$ cat src/hw/rtl/bucketed_hash_table_assert.svh
// ----------------------------------------------------------------------------
// bucketed_hash_table_assert
// Assertion macros shared by the bucketed hash table modules.
// ----------------------------------------------------------------------------
`ifndef BUCKETED_HASH_TABLE_ASSERT_SVH
`define BUCKETED_HASH_TABLE_ASSERT_SVH

// property must hold at every rising clock edge out of reset
`define BHT_ASSERT(lbl, clk, rst_n, prop) \
	lbl: assert property (@(posedge clk) disable iff (!rst_n) prop) \
		else $error("bucketed_hash_table: assertion failed");

// condition must never be seen out of reset
`define BHT_NEVER(lbl, clk, rst_n, cond) \
	lbl: assert property (@(posedge clk) disable iff (!rst_n) !(cond)) \
		else $error("bucketed_hash_table: forbidden condition seen");

`endif

$ cat src/hw/rtl/bht_pkg.sv
// ----------------------------------------------------------------------------
// bht_pkg
// Types and constants of the bucketed hash table.
// ----------------------------------------------------------------------------
package bht_pkg;

	localparam int unsigned CMD_W    = 2;
	localparam int unsigned KEY_W    = 16;
	localparam int unsigned VALUE_W  = 32;
	localparam int unsigned STATUS_W = 3;
	localparam int unsigned COUNT_W  = 6;

	// command codes; the unused code is served by default arms
	typedef enum logic [CMD_W-1:0] {
		CMD_INSERT = 2'd0,
		CMD_REMOVE = 2'd1,
		CMD_LOOKUP = 2'd2
	} command_t;

	typedef enum logic [STATUS_W-1:0] {
		STAT_INSERTED  = 3'd0,
		STAT_REPLACED  = 3'd1,
		STAT_FULL      = 3'd2,
		STAT_REMOVED   = 3'd3,
		STAT_NOT_FOUND = 3'd4,
		STAT_FOUND     = 3'd5
	} status_t;

	typedef enum logic [1:0] {
		S_IDLE,
		S_BUCKET,
		S_READ,
		S_EXEC
	} state_t;

	typedef struct packed {
		logic [CMD_W-1:0]   command;
		logic [KEY_W-1:0]   key;
		logic [VALUE_W-1:0] value;
	} request_t;

	typedef struct packed {
		status_t            status;
		logic [VALUE_W-1:0] value_out;
		logic               table_empty;
		logic [COUNT_W-1:0] entry_count;
	} result_t;

	// controller to datapath commands
	typedef struct packed {
		logic load;
		logic bucket_en;
		logic read_en;
		logic exec_en;
	} ctrl_cmd_t;

endpackage

$ cat src/hw/rtl/bht_ctrl.sv
// ----------------------------------------------------------------------------
// bht_ctrl
// Sequencer: accept, bucket select, bucket read, execute and write back.
// ----------------------------------------------------------------------------
`include "bucketed_hash_table_assert.svh"

module bht_ctrl (
	input  logic               clk,
	input  logic               arst_n,
	input  logic               start,
	output logic               busy,
	output bht_pkg::ctrl_cmd_t cmd
);
	import bht_pkg::*;

	state_t state_q;
	state_t state_d;

	always_ff @(posedge clk or negedge arst_n) begin
		if (!arst_n) begin
			state_q <= S_IDLE;
		end else begin
			state_q <= state_d;
		end
	end

	always_comb begin
		state_d = state_q;
		cmd     = '0;
		busy    = 1'b1;
		case (state_q)
			S_IDLE: begin
				busy = 1'b0;
				if (start) begin
					cmd.load = 1'b1;
					state_d  = S_BUCKET;
				end
			end
			S_BUCKET: begin
				cmd.bucket_en = 1'b1;
				state_d       = S_READ;
			end
			S_READ: begin
				cmd.read_en = 1'b1;
				state_d     = S_EXEC;
			end
			S_EXEC: begin
				cmd.exec_en = 1'b1;
				state_d     = S_IDLE;
			end
			default: begin
				state_d = S_IDLE;
			end
		endcase
	end

	`BHT_ASSERT(a_cmd_onehot, clk, arst_n, $onehot0(cmd))
	`BHT_ASSERT(a_exec_after_read, clk, arst_n, cmd.exec_en |-> $past(cmd.read_en))
	`BHT_ASSERT(a_read_after_bucket, clk, arst_n, cmd.read_en |-> $past(cmd.bucket_en))

endmodule

$ cat src/hw/rtl/bht_bucket_mod.sv
// ----------------------------------------------------------------------------
// bht_bucket_mod
// Bucket index as key modulo the bucket count, by reciprocal multiply.
// ----------------------------------------------------------------------------
`include "bucketed_hash_table_assert.svh"

module bht_bucket_mod #(
	parameter int unsigned NUM_BUCKETS = 10
) (
	input  logic                           clk,
	input  logic                           arst_n,
	input  logic                           load,
	input  logic                           calc,
	input  logic [bht_pkg::KEY_W-1:0]      key,
	output logic [$clog2(NUM_BUCKETS)-1:0] bucket
);
	import bht_pkg::*;

	localparam int unsigned BUCKET_W = $clog2(NUM_BUCKETS);
	// extra fraction bits keep the quotient exact for buckets up to 64
	localparam int unsigned SHIFT    = KEY_W + 6;
	localparam int unsigned PROD_W   = KEY_W + SHIFT;
	localparam logic [SHIFT-1:0] RECIP =
		SHIFT'((64'd1 << SHIFT) / NUM_BUCKETS + 64'd1);
	localparam logic [KEY_W-1:0] NB_K = KEY_W'(NUM_BUCKETS);

	logic [KEY_W-1:0]    key_s1;
	logic [PROD_W-1:0]   prod_s1;
	logic [KEY_W-1:0]    quot;
	logic [KEY_W-1:0]    diff;
	logic [KEY_W-1:0]    rem;
	logic [BUCKET_W-1:0] bucket_q;

	always_ff @(posedge clk) begin
		if (load) begin
			key_s1  <= key;
			prod_s1 <= PROD_W'(key) * PROD_W'(RECIP);
		end
	end

	always_comb begin
		quot = KEY_W'(prod_s1 >> SHIFT);
		diff = key_s1 - KEY_W'(quot * NB_K);
		rem  = (diff >= NB_K) ? (diff - NB_K) : diff;
	end

	always_ff @(posedge clk) begin
		if (calc) begin
			bucket_q <= BUCKET_W'(rem);
		end
	end

	assign bucket = bucket_q;

	`BHT_ASSERT(a_bucket_range, clk, arst_n, $past(calc) |-> (bucket_q < BUCKET_W'(NUM_BUCKETS - 1) || bucket_q == BUCKET_W'(NUM_BUCKETS - 1)))

endmodule

$ cat src/hw/rtl/bht_dp.sv
// ----------------------------------------------------------------------------
// bht_dp
// Bucket store, slot compare, write back and entry count.
// ----------------------------------------------------------------------------
`include "bucketed_hash_table_assert.svh"

module bht_dp #(
	parameter int unsigned NUM_BUCKETS      = 10,
	parameter int unsigned SLOTS_PER_BUCKET = 4
) (
	input  logic                           clk,
	input  logic                           arst_n,
	input  bht_pkg::ctrl_cmd_t             cmd,
	input  bht_pkg::request_t              request,
	input  logic [$clog2(NUM_BUCKETS)-1:0] bucket,
	output logic                           done,
	output bht_pkg::result_t               result
);
	import bht_pkg::*;

	localparam int unsigned TOTAL    = NUM_BUCKETS * SLOTS_PER_BUCKET;
	localparam int unsigned CNT_W    = $clog2(TOTAL + 1);
	localparam int unsigned SLOT_W   = KEY_W + VALUE_W;
	localparam int unsigned ROW_W    = SLOTS_PER_BUCKET * SLOT_W;
	localparam int unsigned IDX_W    = (SLOTS_PER_BUCKET > 1) ? $clog2(SLOTS_PER_BUCKET) : 1;

	// one row per bucket holds the keys and values of all its slots
	logic [ROW_W-1:0] mem [NUM_BUCKETS];

	logic [SLOTS_PER_BUCKET-1:0] valid_q [NUM_BUCKETS];
	logic [CNT_W-1:0]            cnt_q;
	logic                        done_q;
	result_t                     result_q;

	logic [CMD_W-1:0]            cmd_q;
	logic [KEY_W-1:0]            key_q;
	logic [VALUE_W-1:0]          value_q;
	logic [ROW_W-1:0]            rd_row_q;
	logic [SLOTS_PER_BUCKET-1:0] rd_valid_q;

	logic [SLOTS_PER_BUCKET-1:0] hit_vec;
	logic                        hit;
	logic                        free_any;
	logic [IDX_W-1:0]            hit_idx;
	logic [IDX_W-1:0]            free_idx;
	logic                        wr_en;
	logic [ROW_W-1:0]            wr_row;
	logic [SLOTS_PER_BUCKET-1:0] new_valid;
	logic [CNT_W-1:0]            cnt_next;
	status_t                     status;
	logic [VALUE_W-1:0]          vout;

	always_ff @(posedge clk) begin
		if (cmd.load) begin
			cmd_q   <= request.command;
			key_q   <= request.key;
			value_q <= request.value;
		end
	end

	always_ff @(posedge clk) begin
		if (cmd.read_en) begin
			rd_row_q   <= mem[bucket];
			rd_valid_q <= valid_q[bucket];
		end
		if (cmd.exec_en && wr_en) begin
			mem[bucket] <= wr_row;
		end
	end

	// slot compare and lowest free slot
	always_comb begin
		hit_idx  = '0;
		free_idx = '0;
		for (int s = 0; s < SLOTS_PER_BUCKET; s++) begin
			hit_vec[s] = rd_valid_q[s] && (rd_row_q[s*SLOT_W +: KEY_W] == key_q);
		end
		for (int s = SLOTS_PER_BUCKET - 1; s >= 0; s--) begin
			if (hit_vec[s]) begin
				hit_idx = IDX_W'(s);
			end
			if (!rd_valid_q[s]) begin
				free_idx = IDX_W'(s);
			end
		end
		hit      = |hit_vec;
		free_any = ~&rd_valid_q;
	end

	always_comb begin
		status    = STAT_NOT_FOUND;
		vout      = '0;
		wr_en     = 1'b0;
		wr_row    = rd_row_q;
		new_valid = rd_valid_q;
		cnt_next  = cnt_q;
		case (cmd_q)
			CMD_INSERT: begin
				if (hit) begin
					wr_en  = 1'b1;
					wr_row[hit_idx*SLOT_W + KEY_W +: VALUE_W] = value_q;
					status = STAT_REPLACED;
				end else if (free_any) begin
					wr_en  = 1'b1;
					wr_row[free_idx*SLOT_W +: KEY_W]           = key_q;
					wr_row[free_idx*SLOT_W + KEY_W +: VALUE_W] = value_q;
					new_valid[free_idx] = 1'b1;
					cnt_next = cnt_q + 1'b1;
					status   = STAT_INSERTED;
				end else begin
					status = STAT_FULL;
				end
			end
			CMD_REMOVE: begin
				if (hit) begin
					new_valid[hit_idx] = 1'b0;
					if (cnt_q != '0) begin
						cnt_next = cnt_q - 1'b1;
					end
					status = STAT_REMOVED;
				end
			end
			CMD_LOOKUP: begin
				if (hit) begin
					vout   = rd_row_q[hit_idx*SLOT_W + KEY_W +: VALUE_W];
					status = STAT_FOUND;
				end
			end
			default: begin
				status = STAT_NOT_FOUND;
			end
		endcase
	end

	always_ff @(posedge clk or negedge arst_n) begin
		if (!arst_n) begin
			for (int b = 0; b < NUM_BUCKETS; b++) begin
				valid_q[b] <= '0;
			end
			cnt_q  <= '0;
			done_q <= 1'b0;
		end else begin
			done_q <= cmd.exec_en;
			if (cmd.exec_en) begin
				valid_q[bucket] <= new_valid;
				cnt_q           <= cnt_next;
			end
		end
	end

	always_ff @(posedge clk) begin
		if (cmd.exec_en) begin
			result_q.status      <= status;
			result_q.value_out   <= vout;
			result_q.table_empty <= (cnt_next == '0);
			result_q.entry_count <= COUNT_W'(cnt_next);
		end
	end

	assign done   = done_q;
	assign result = result_q;

	`BHT_ASSERT(a_cnt_bound, clk, arst_n, cnt_q <= CNT_W'(TOTAL))
	`BHT_ASSERT(a_insert_counts, clk, arst_n, (done_q && result_q.status == STAT_INSERTED) |-> cnt_q == CNT_W'($past(cnt_q) + 1'b1))
	`BHT_ASSERT(a_remove_counts, clk, arst_n, (done_q && result_q.status == STAT_REMOVED) |-> cnt_q == CNT_W'($past(cnt_q) - 1'b1))
	`BHT_NEVER(a_empty_flag, clk, arst_n, done_q && (result_q.table_empty != (cnt_q == '0)))

endmodule

$ cat src/hw/rtl/bucketed_hash_table.sv
// Bucketed key-value table, key hashed to a bucket by key modulo NUM_BUCKETS.
// Request channel: request (command, key, value) is taken at a rising edge with
// start high and busy low. Commands: insert or replace, remove, lookup.
// Result channel: done is high for exactly one cycle with result (status,
// value_out, table_empty, entry_count) valid; the receiver cannot stall, so a
// result must be taken in that cycle.
// Each transaction takes 4 cycles: a reciprocal multiply at accept, the
// modulo correction, the bucket row read, then compare and write back. busy
// is high for the last three; done rises the cycle after the write back, and
// a new request may be taken in that same cycle, so one transaction every
// 4 cycles. The rate is set by the controller, which runs one transaction at
// a time through its four steps with no overlap.
// Reset clears all slot valid bits and the entry count at once, with no
// clearing pass; keys and values of slots never written are never used.
// ----------------------------------------------------------------------------
// bucketed_hash_table
// Top level: controller, bucket modulo unit and table datapath.
// ----------------------------------------------------------------------------
module bucketed_hash_table #(
	parameter int unsigned NUM_BUCKETS      = 10,
	parameter int unsigned SLOTS_PER_BUCKET = 4
) (
	input  logic              clk,
	input  logic              arst_n,
	input  logic              start,
	output logic              busy,
	input  bht_pkg::request_t request,
	output logic              done,
	output bht_pkg::result_t  result
);
	import bht_pkg::*;

	localparam int unsigned BUCKET_W = $clog2(NUM_BUCKETS);

	ctrl_cmd_t           cmd;
	logic [BUCKET_W-1:0] bucket;

	bht_ctrl u_ctrl (
		.clk    (clk),
		.arst_n (arst_n),
		.start  (start),
		.busy   (busy),
		.cmd    (cmd)
	);

	bht_bucket_mod #(
		.NUM_BUCKETS (NUM_BUCKETS)
	) u_bucket_mod (
		.clk    (clk),
		.arst_n (arst_n),
		.load   (cmd.load),
		.calc   (cmd.bucket_en),
		.key    (request.key),
		.bucket (bucket)
	);

	bht_dp #(
		.NUM_BUCKETS      (NUM_BUCKETS),
		.SLOTS_PER_BUCKET (SLOTS_PER_BUCKET)
	) u_dp (
		.clk     (clk),
		.arst_n  (arst_n),
		.cmd     (cmd),
		.request (request),
		.bucket  (bucket),
		.done    (done),
		.result  (result)
	);

endmodule

$ cat config.mk
export PLATFORM = sky130hd
export DESIGN_NAME = bucketed_hash_table
export DESIGN_NICKNAME = d
export VERILOG_FILES = /design/src/hw/rtl/bht_pkg.sv /design/src/hw/rtl/bht_ctrl.sv /design/src/hw/rtl/bht_bucket_mod.sv /design/src/hw/rtl/bht_dp.sv /design/src/hw/rtl/bucketed_hash_table.sv
export VERILOG_INCLUDE_DIRS = /design/src /design/src/hw/rtl
export SDC_FILE = /design/constraint.sdc
export NUM_CORES = 2
export LEC_CHECK = 0
export CAP_MARGIN = 20
export CORE_ASPECT_RATIO = 1.1
export CORE_MARGIN = 2
export CORE_UTILIZATION = 35
export DETAILED_ROUTE_END_ITERATION = 6
export DONT_BUFFER_PORTS = 1
export GPL_ROUTABILITY_DRIVEN = 1
export REMOVE_ABC_BUFFERS = 1
export SETUP_SLACK_MARGIN = 0.4
export SYNTH_ARGS = -nofsm -noshare
export SYNTH_HDL_FRONTEND = slang
export SYNTH_SLANG_ARGS = --single-unit
$ cat constraint.sdc
create_clock -name clk -period 51.7 [get_ports clk]
set_input_delay 0 -clock clk [delete_from_list [all_inputs] [get_ports clk]]
set_output_delay 0 -clock clk [all_outputs]
set_load 0.02 [all_outputs]
# Word level (Yosys, flattened, before mapping)
# Memory sizes are Yosys's and may differ from the RTL's. A register that Yosys moved wholly into a read port is not among the register bits.
# Index checks and enable logic that the tools add are counted.
[word_totals]
mem_bits_rw = 1920
register_bits = 184
wordCells = 132
memories = 1
inputBits = 53
out_inout_bits = 44
[op_classes]
n_eq_ne = 10
n_mul = 4
addsub = 9
bitwise_logic = 4
n_reduce_logical = 15
mux = 52
magnitude_cmp = 7
shift = 7
[mem_list]
columns = ["memory", "words", "word_bits", "rd", "rd_ports_with_merged_regs", "write_ports", "line", "source"]
rows = [
  ["u_dp.mem", 10, 192, 1, 1, 1, "bht_dp.sv:28", "logic [ROW_W-1:0] mem [NUM_BUCKETS];"],
]
[op_table]
columns = ["operator", "count"]
rows = [
  ["$bwmux W192", 3],
  ["$mux W192", 3],
  ["$shift A32 B34 Y192 const A", 2],
  ["$shiftx A32 B34 Y192", 2],
  ["$shift A16 B34 Y192 const A", 1],
  ["$shiftx A16 B34 Y192", 1],
  ["$shiftx A192 B33 Y32", 1],
  ["$eq A16 B16 Y1", 4],
  ["$bwmux W40", 1],
  ["$mul A16 B19 Y35 const B", 1],
  ["$neg A32 Y34", 1],
  ["$neg A8 Y34", 1],
  ["$neg A9 Y34", 1],
  ["$mux W4", 7],
  ["$mux W6", 4],
  ["$mux W2", 10],
  ["$add A8 B5 Y9 const B", 2],
  ["$bmux W4 S4", 1],
  ["$demux W4 S4", 1],
  ["$ge A16 B4 Y1 const B", 1],
  ["$sub A16 B16 Y16", 1],
  ["$mul A13 B3 Y15 const B", 1],
  ["$mux W1", 14],
  ["$pmux W6 S2", 1],
  ["27 further kinds", 43],
]

# Longest topological paths before layout
[logic_depth]
depth_word = 15
depth_mapped = 22

# Hierarchy
# Synthesis repeated with hierarchy kept, for this count alone.
[hier_totals]
cells_unflattened = 6145
area_unflattened_um2 = 101102.0
[by_module_without_submodules]
columns = ["mod", "cells_per_inst", "area_each_um2", "seq_area_each_um2", "instances"]
rows = [
  ["bht_dp", 5426, 93958.9, 67479.7, 1],
  ["bht_bucket_mod", 704, 6969.2, 991.0, 1],
  ["bht_ctrl", 15, 173.9, 50.0, 1],
]

# Least setup slack after synthesis
# No wires, ideal clock.
[synth_path]
path_type = "register -> register"
start = "register u_dp.key_q[10]"
end = "memory u_dp.mem[5][0] (netlist name) (enable)"
required_time_ns = 50.721
stages_incl_launch_ff = 13
n_path_buf = 5
slack_ns = 34.933
setup_ns = 0.979
arrival_ns = 15.788
cell_sequence = "edfxtp_1 > buf_2 > xnor2_1 > nand4_1 > or4b_4 > nor4_2 > or4_1 > buf_4 > o21ai_2 > clkbuf_1 > clkbuf_1 > clkbuf_1 > nor3_1"
[synth_via]
elab_chain_cells = 8
[synth_lines]
columns = ["item", "line", "source"]
rows = [
  ["from (decl)", "bht_dp.sv:36", "logic [KEY_W-1:0] key_q;"],
  ["from (signal assigned)", "bht_dp.sv:56", "key_q <= request.key;"],
  ["$eq A16 B16 Y1", "bht_dp.sv:76", "hit_vec[s] = rd_valid_q[s] && (rd_row_q[s*SLOT_W +: KEY_W] == key_q);"],
  ["$logic_and A1 B1 Y1", "bht_dp.sv:76", ""],
  ["$reduce_or A4 Y1 *", "bht_dp.sv:86", "hit = |hit_vec;"],
  ["$mux W1 *", "bht_dp.sv:99", "if (hit) begin"],
  ["$mux W1 *", "bht_dp.sv:97", "case (cmd_q)"],
  ["$logic_and A1 B1 Y1 *", "bht_dp.sv:66", "if (cmd.exec_en && wr_en) begin"],
  ["$mux W1 *", "bht_dp.sv:66", ""],
  ["$mux W1 (not written as such) *", "bht_dp.sv:67", "mem[bucket] <= wr_row;"],
  ["to (decl)", "bht_dp.sv:28", ""],
]
# Mark *: on every way between the ends. The rest lies on a longest branch, timed or not.

# Worst setup path in the final report
[layout_path]
start = "register u_dp.key_q[12]"
end = "memory u_dp.mem[3][165] (netlist name) (enable)"
# Same word-level chain as after synthesis.

==> results.yml <==
die:
  die_x_um: 516
  initial_core_util_pct: 35.2
  die_area_um2: 293000
  rows: 206
  die_y_um: 568
  core-area_um2: 287000
  ioPinCount: 97
grt:
  grt_pass1_vias: 59742
  grt_pass1_wl_um: 430000
  grt_max_degree: 154
  track_usage_pct: 20.2
  antenna_found_initial: 11
  gr-total-overflow: 0
final_layout:
  final_nets: 6782
  syn_to_final_growth_pct: 13.4
  layout-drive-gt1-share_pct: 15.5
  final_area_um2: 115000
  final_cells: 10507
clock_tree:
  cts-root-buf: "clkbuf_16"
  cts.sinks: 2274
  htree_levels: 4
  post_cts_buffers: 0
  cts_made_buffers: 224
  clk_latency_ns: 0.90
  cts.reportedPaths.clkPinSlew_ns: 0.06
  postCtsResizedCells: 0
  cts_tree: "done"
  cts_buffer_depth: 3
timing:
  rsz0062_at_grt: "no"
  setup_tns_ns: 0
  finalSetupViolCount: 0
  slew_headroom_pct: 11.8
  worst_slack_ns: 44.46
  tightest_slew_ns: 1.30
  finalCritPeriodShare_pct: 14.0
  skew_ns: 0.0567
  holdWs_ns: 0.0557
  hold_violations: 0
  drv_slew: 0
  period_minus_slack_ns: 7.24
  fmax_mhz: 138
yosys:
  ys.flop_type: "edfxtp_1"
  synth_area_um2: 101000
  synth-xor-area-share_pct: 0.832
  synth_cell_types: 87
  synth_top_family_by_area: "multiplexers"
  netlist_top_cells_area: "edfxtp_1, mux4_2, a21oi_1, mux2i_1, ha_1"
  synth_compound_area_share_pct: 8.02
  synth_async_sr_flop_share_pct: 2.15
  synth-seq-cells: 2274
  synthMuxAreaShare_pct: 11.9
  yosysSeqAreaShare_pct: 67.3
  synth_fa_ha_area_share_pct: 3.95
  syn_area_per_cell_um2: 15.9
  ys_warn_count: 0
  synth_top_cell_area_share_pct: 66.1
  synth_edf_count: 2225
  synthCells: 6373
  synth-simple-area-share_pct: 5.56
  synth_top_area_cell: "edfxtp_1"
critical_path:
  path_class: "flop to flop"
  critPathArrivalTime_ns: 7.72
  cp_max_fo: 51
  cp-start-kind: "flop"
  crit_required_ns: 52.17
  cp-end-kind: "flop"
route:
  met3_length_um: 27500
  drc_errors: 7
  wirelength_um: 303000
  wl_met2_um: 141000
  top_layer: "met5"
  vias_per_cell: 5.76
  met1Wirelength_um: 119000
  drt_iter0_drc: 8204
  drt_first_pass_iters: 7
  vias: 60481
  wire_per_inst_um: 28.8
  drt.antenna.violating_nets: 0
placed_design:
  place.port_buffers: 0
  gp_congestion: 0.904
  place_area_um2: 106000
  hpwl_um: 179000
  pre_cts_ws_ns: 44.57
  place_inst: 9963
run:
  maxCapViolations: 0
power:
  p_per_area_nw_per_um2: 57.8
  ir_worst_vdd_uv: 48.0
  leakage_nw: 38.1
run_status:
  run_status: "finished with violations"
  violations: "design-rule violations"
hold_path:
  hp-class: "input port to flop"
[flip-flops by register name, indices dropped and copies added, names as in the netlist, 2 cells and up]
signal / count
u_bucket_mod.bucket: 4
u_dp.cnt_q: 6
u_dp.rd_valid_q: 4
u_dp.valid_q: 40
u_dp.result: 42
u_dp.cmd_q: 2
u_ctrl.state_q: 2
u_dp.rd_row_q: 192
u_dp.mem: 1920
u_dp.key_q: 16
u_dp.value_q: 32
u_bucket_mod.prod_s1: 13
[final cells by class]
class	instances	area, um2
antenna	4	10.0
clock buffer	283	5970
clock inverter	137	1470
fill	25925	172000
inverter	199	747
multi-input combinational	3464	30800
sequential	2274	68000
tap	3848	4810
timing repair buffer	298	2700
[logic make-up (layout without fill, tap and decap cells)]
group                      Yosys count  count (layout)
other                                0               4
xor gates and xnor gates            96              96
buffers and inverters              635             917
and+or+nand+nor                   1131            1131
adders and majority gates          268             268
muxes                              697             697
AOI/OAI and AO/OA                 1272            1272
DFF                               2274            2274
[worst max-delay path: stages, from the launching register on]
cell and delay (ns):
edfxtp_1 0.75, xor2_1 0.21, or4_1 0.60, nor4_1 0.91
or4_1 0.58, o21ai_4 0.29, nor2_4 0.80, buf_4 0.81
buf_4 0.86, buf_4 0.87
[cells in the final DEF (no fill, tap or decap), drive strengths merged, types with 68 or more instances in the layout]
cell type       n
a211oi        200
a21oi         516
a22o           81
buf           186
clkbuf        293
clkinv         99
dlygate4sd3   102
edfxtp       2225
fa             85
ha            183
inv           207
mux2i         243
mux4          392
nand2         341
nand3          68
nor2          221
nor2b         277
o21ai         144
o22ai          75
xnor2          73
[repair_timing]
action	CTS	global route
hold endpoints to repair	123	0
setup endpoints to repair	0	0
hold buffers	104	0
[metrics by stage]
| stage | utilization (%) | power, mW |
|---|---|---|
| 3_5_place_dp | 36.9 | 4.95 |
| 2_1_floorplan | - | 4.58 |
| 6_report | 39.9 | 6.62 |
| 4_1_cts | 39.9 | 6.60 |
| 5_1_grt | 39.9 | 6.90 |
| 3_3_place_gp | 36.9 | 4.90 |
[layer usage]
| layer | vias up | global-route usage (%) |
|---|---|---|
| met3 | 744 | 4.21 |
| met2 | 3255 | 32.0 |
| met1 | 31269 | 26.5 |
| met5 | - | 0.281 |
| li1 | 25205 | - |
| met4 | 8 | 9.58 |
[path summary, 6_finish.rpt]
path	start	cells past startpoint	slack (ns)	to
worst max-delay path	u_dp.key_q[12]	9	44.46	u_dp.mem[3][165]
worst min-delay path	request[47]	1	0.06	u_dp.key_q[15]
worst max register to register	u_dp.key_q[12]	9	44.46	u_dp.mem[3][165]
worst min register to register	u_dp.valid_q[6]	1	0.51	u_dp.valid_q[6]
max in group asynchronous	arst_n	4	51.10	u_dp.cnt_q[5]
min in group asynchronous	arst_n	4	0.27	u_dp.done
[report_power, final]
group          switching (mW)  internal (mW)  total, mW
combinational            1.49          0.817       2.31
sequential              0.168           2.49       2.65
clock                   0.708          0.944       1.65
[synthesized netlist by cell type, types with 62 or more instances]
cell      count
nand2_1     341
a21oi_1     515
edfxtp_1   2225
clkbuf_1    312
nand3_1      68
inv_1       198
a211oi_1    200
a22oi_1      62
xnor2_1      73
a22o_1       81
o21ai_0     120
nor2b_1     277
nor2_1      221
mux2i_1     243
ha_1        183
fa_1         85
o22ai_1      75
mux4_2      392
buf_1        79
(Power assumes the default switching activity.)
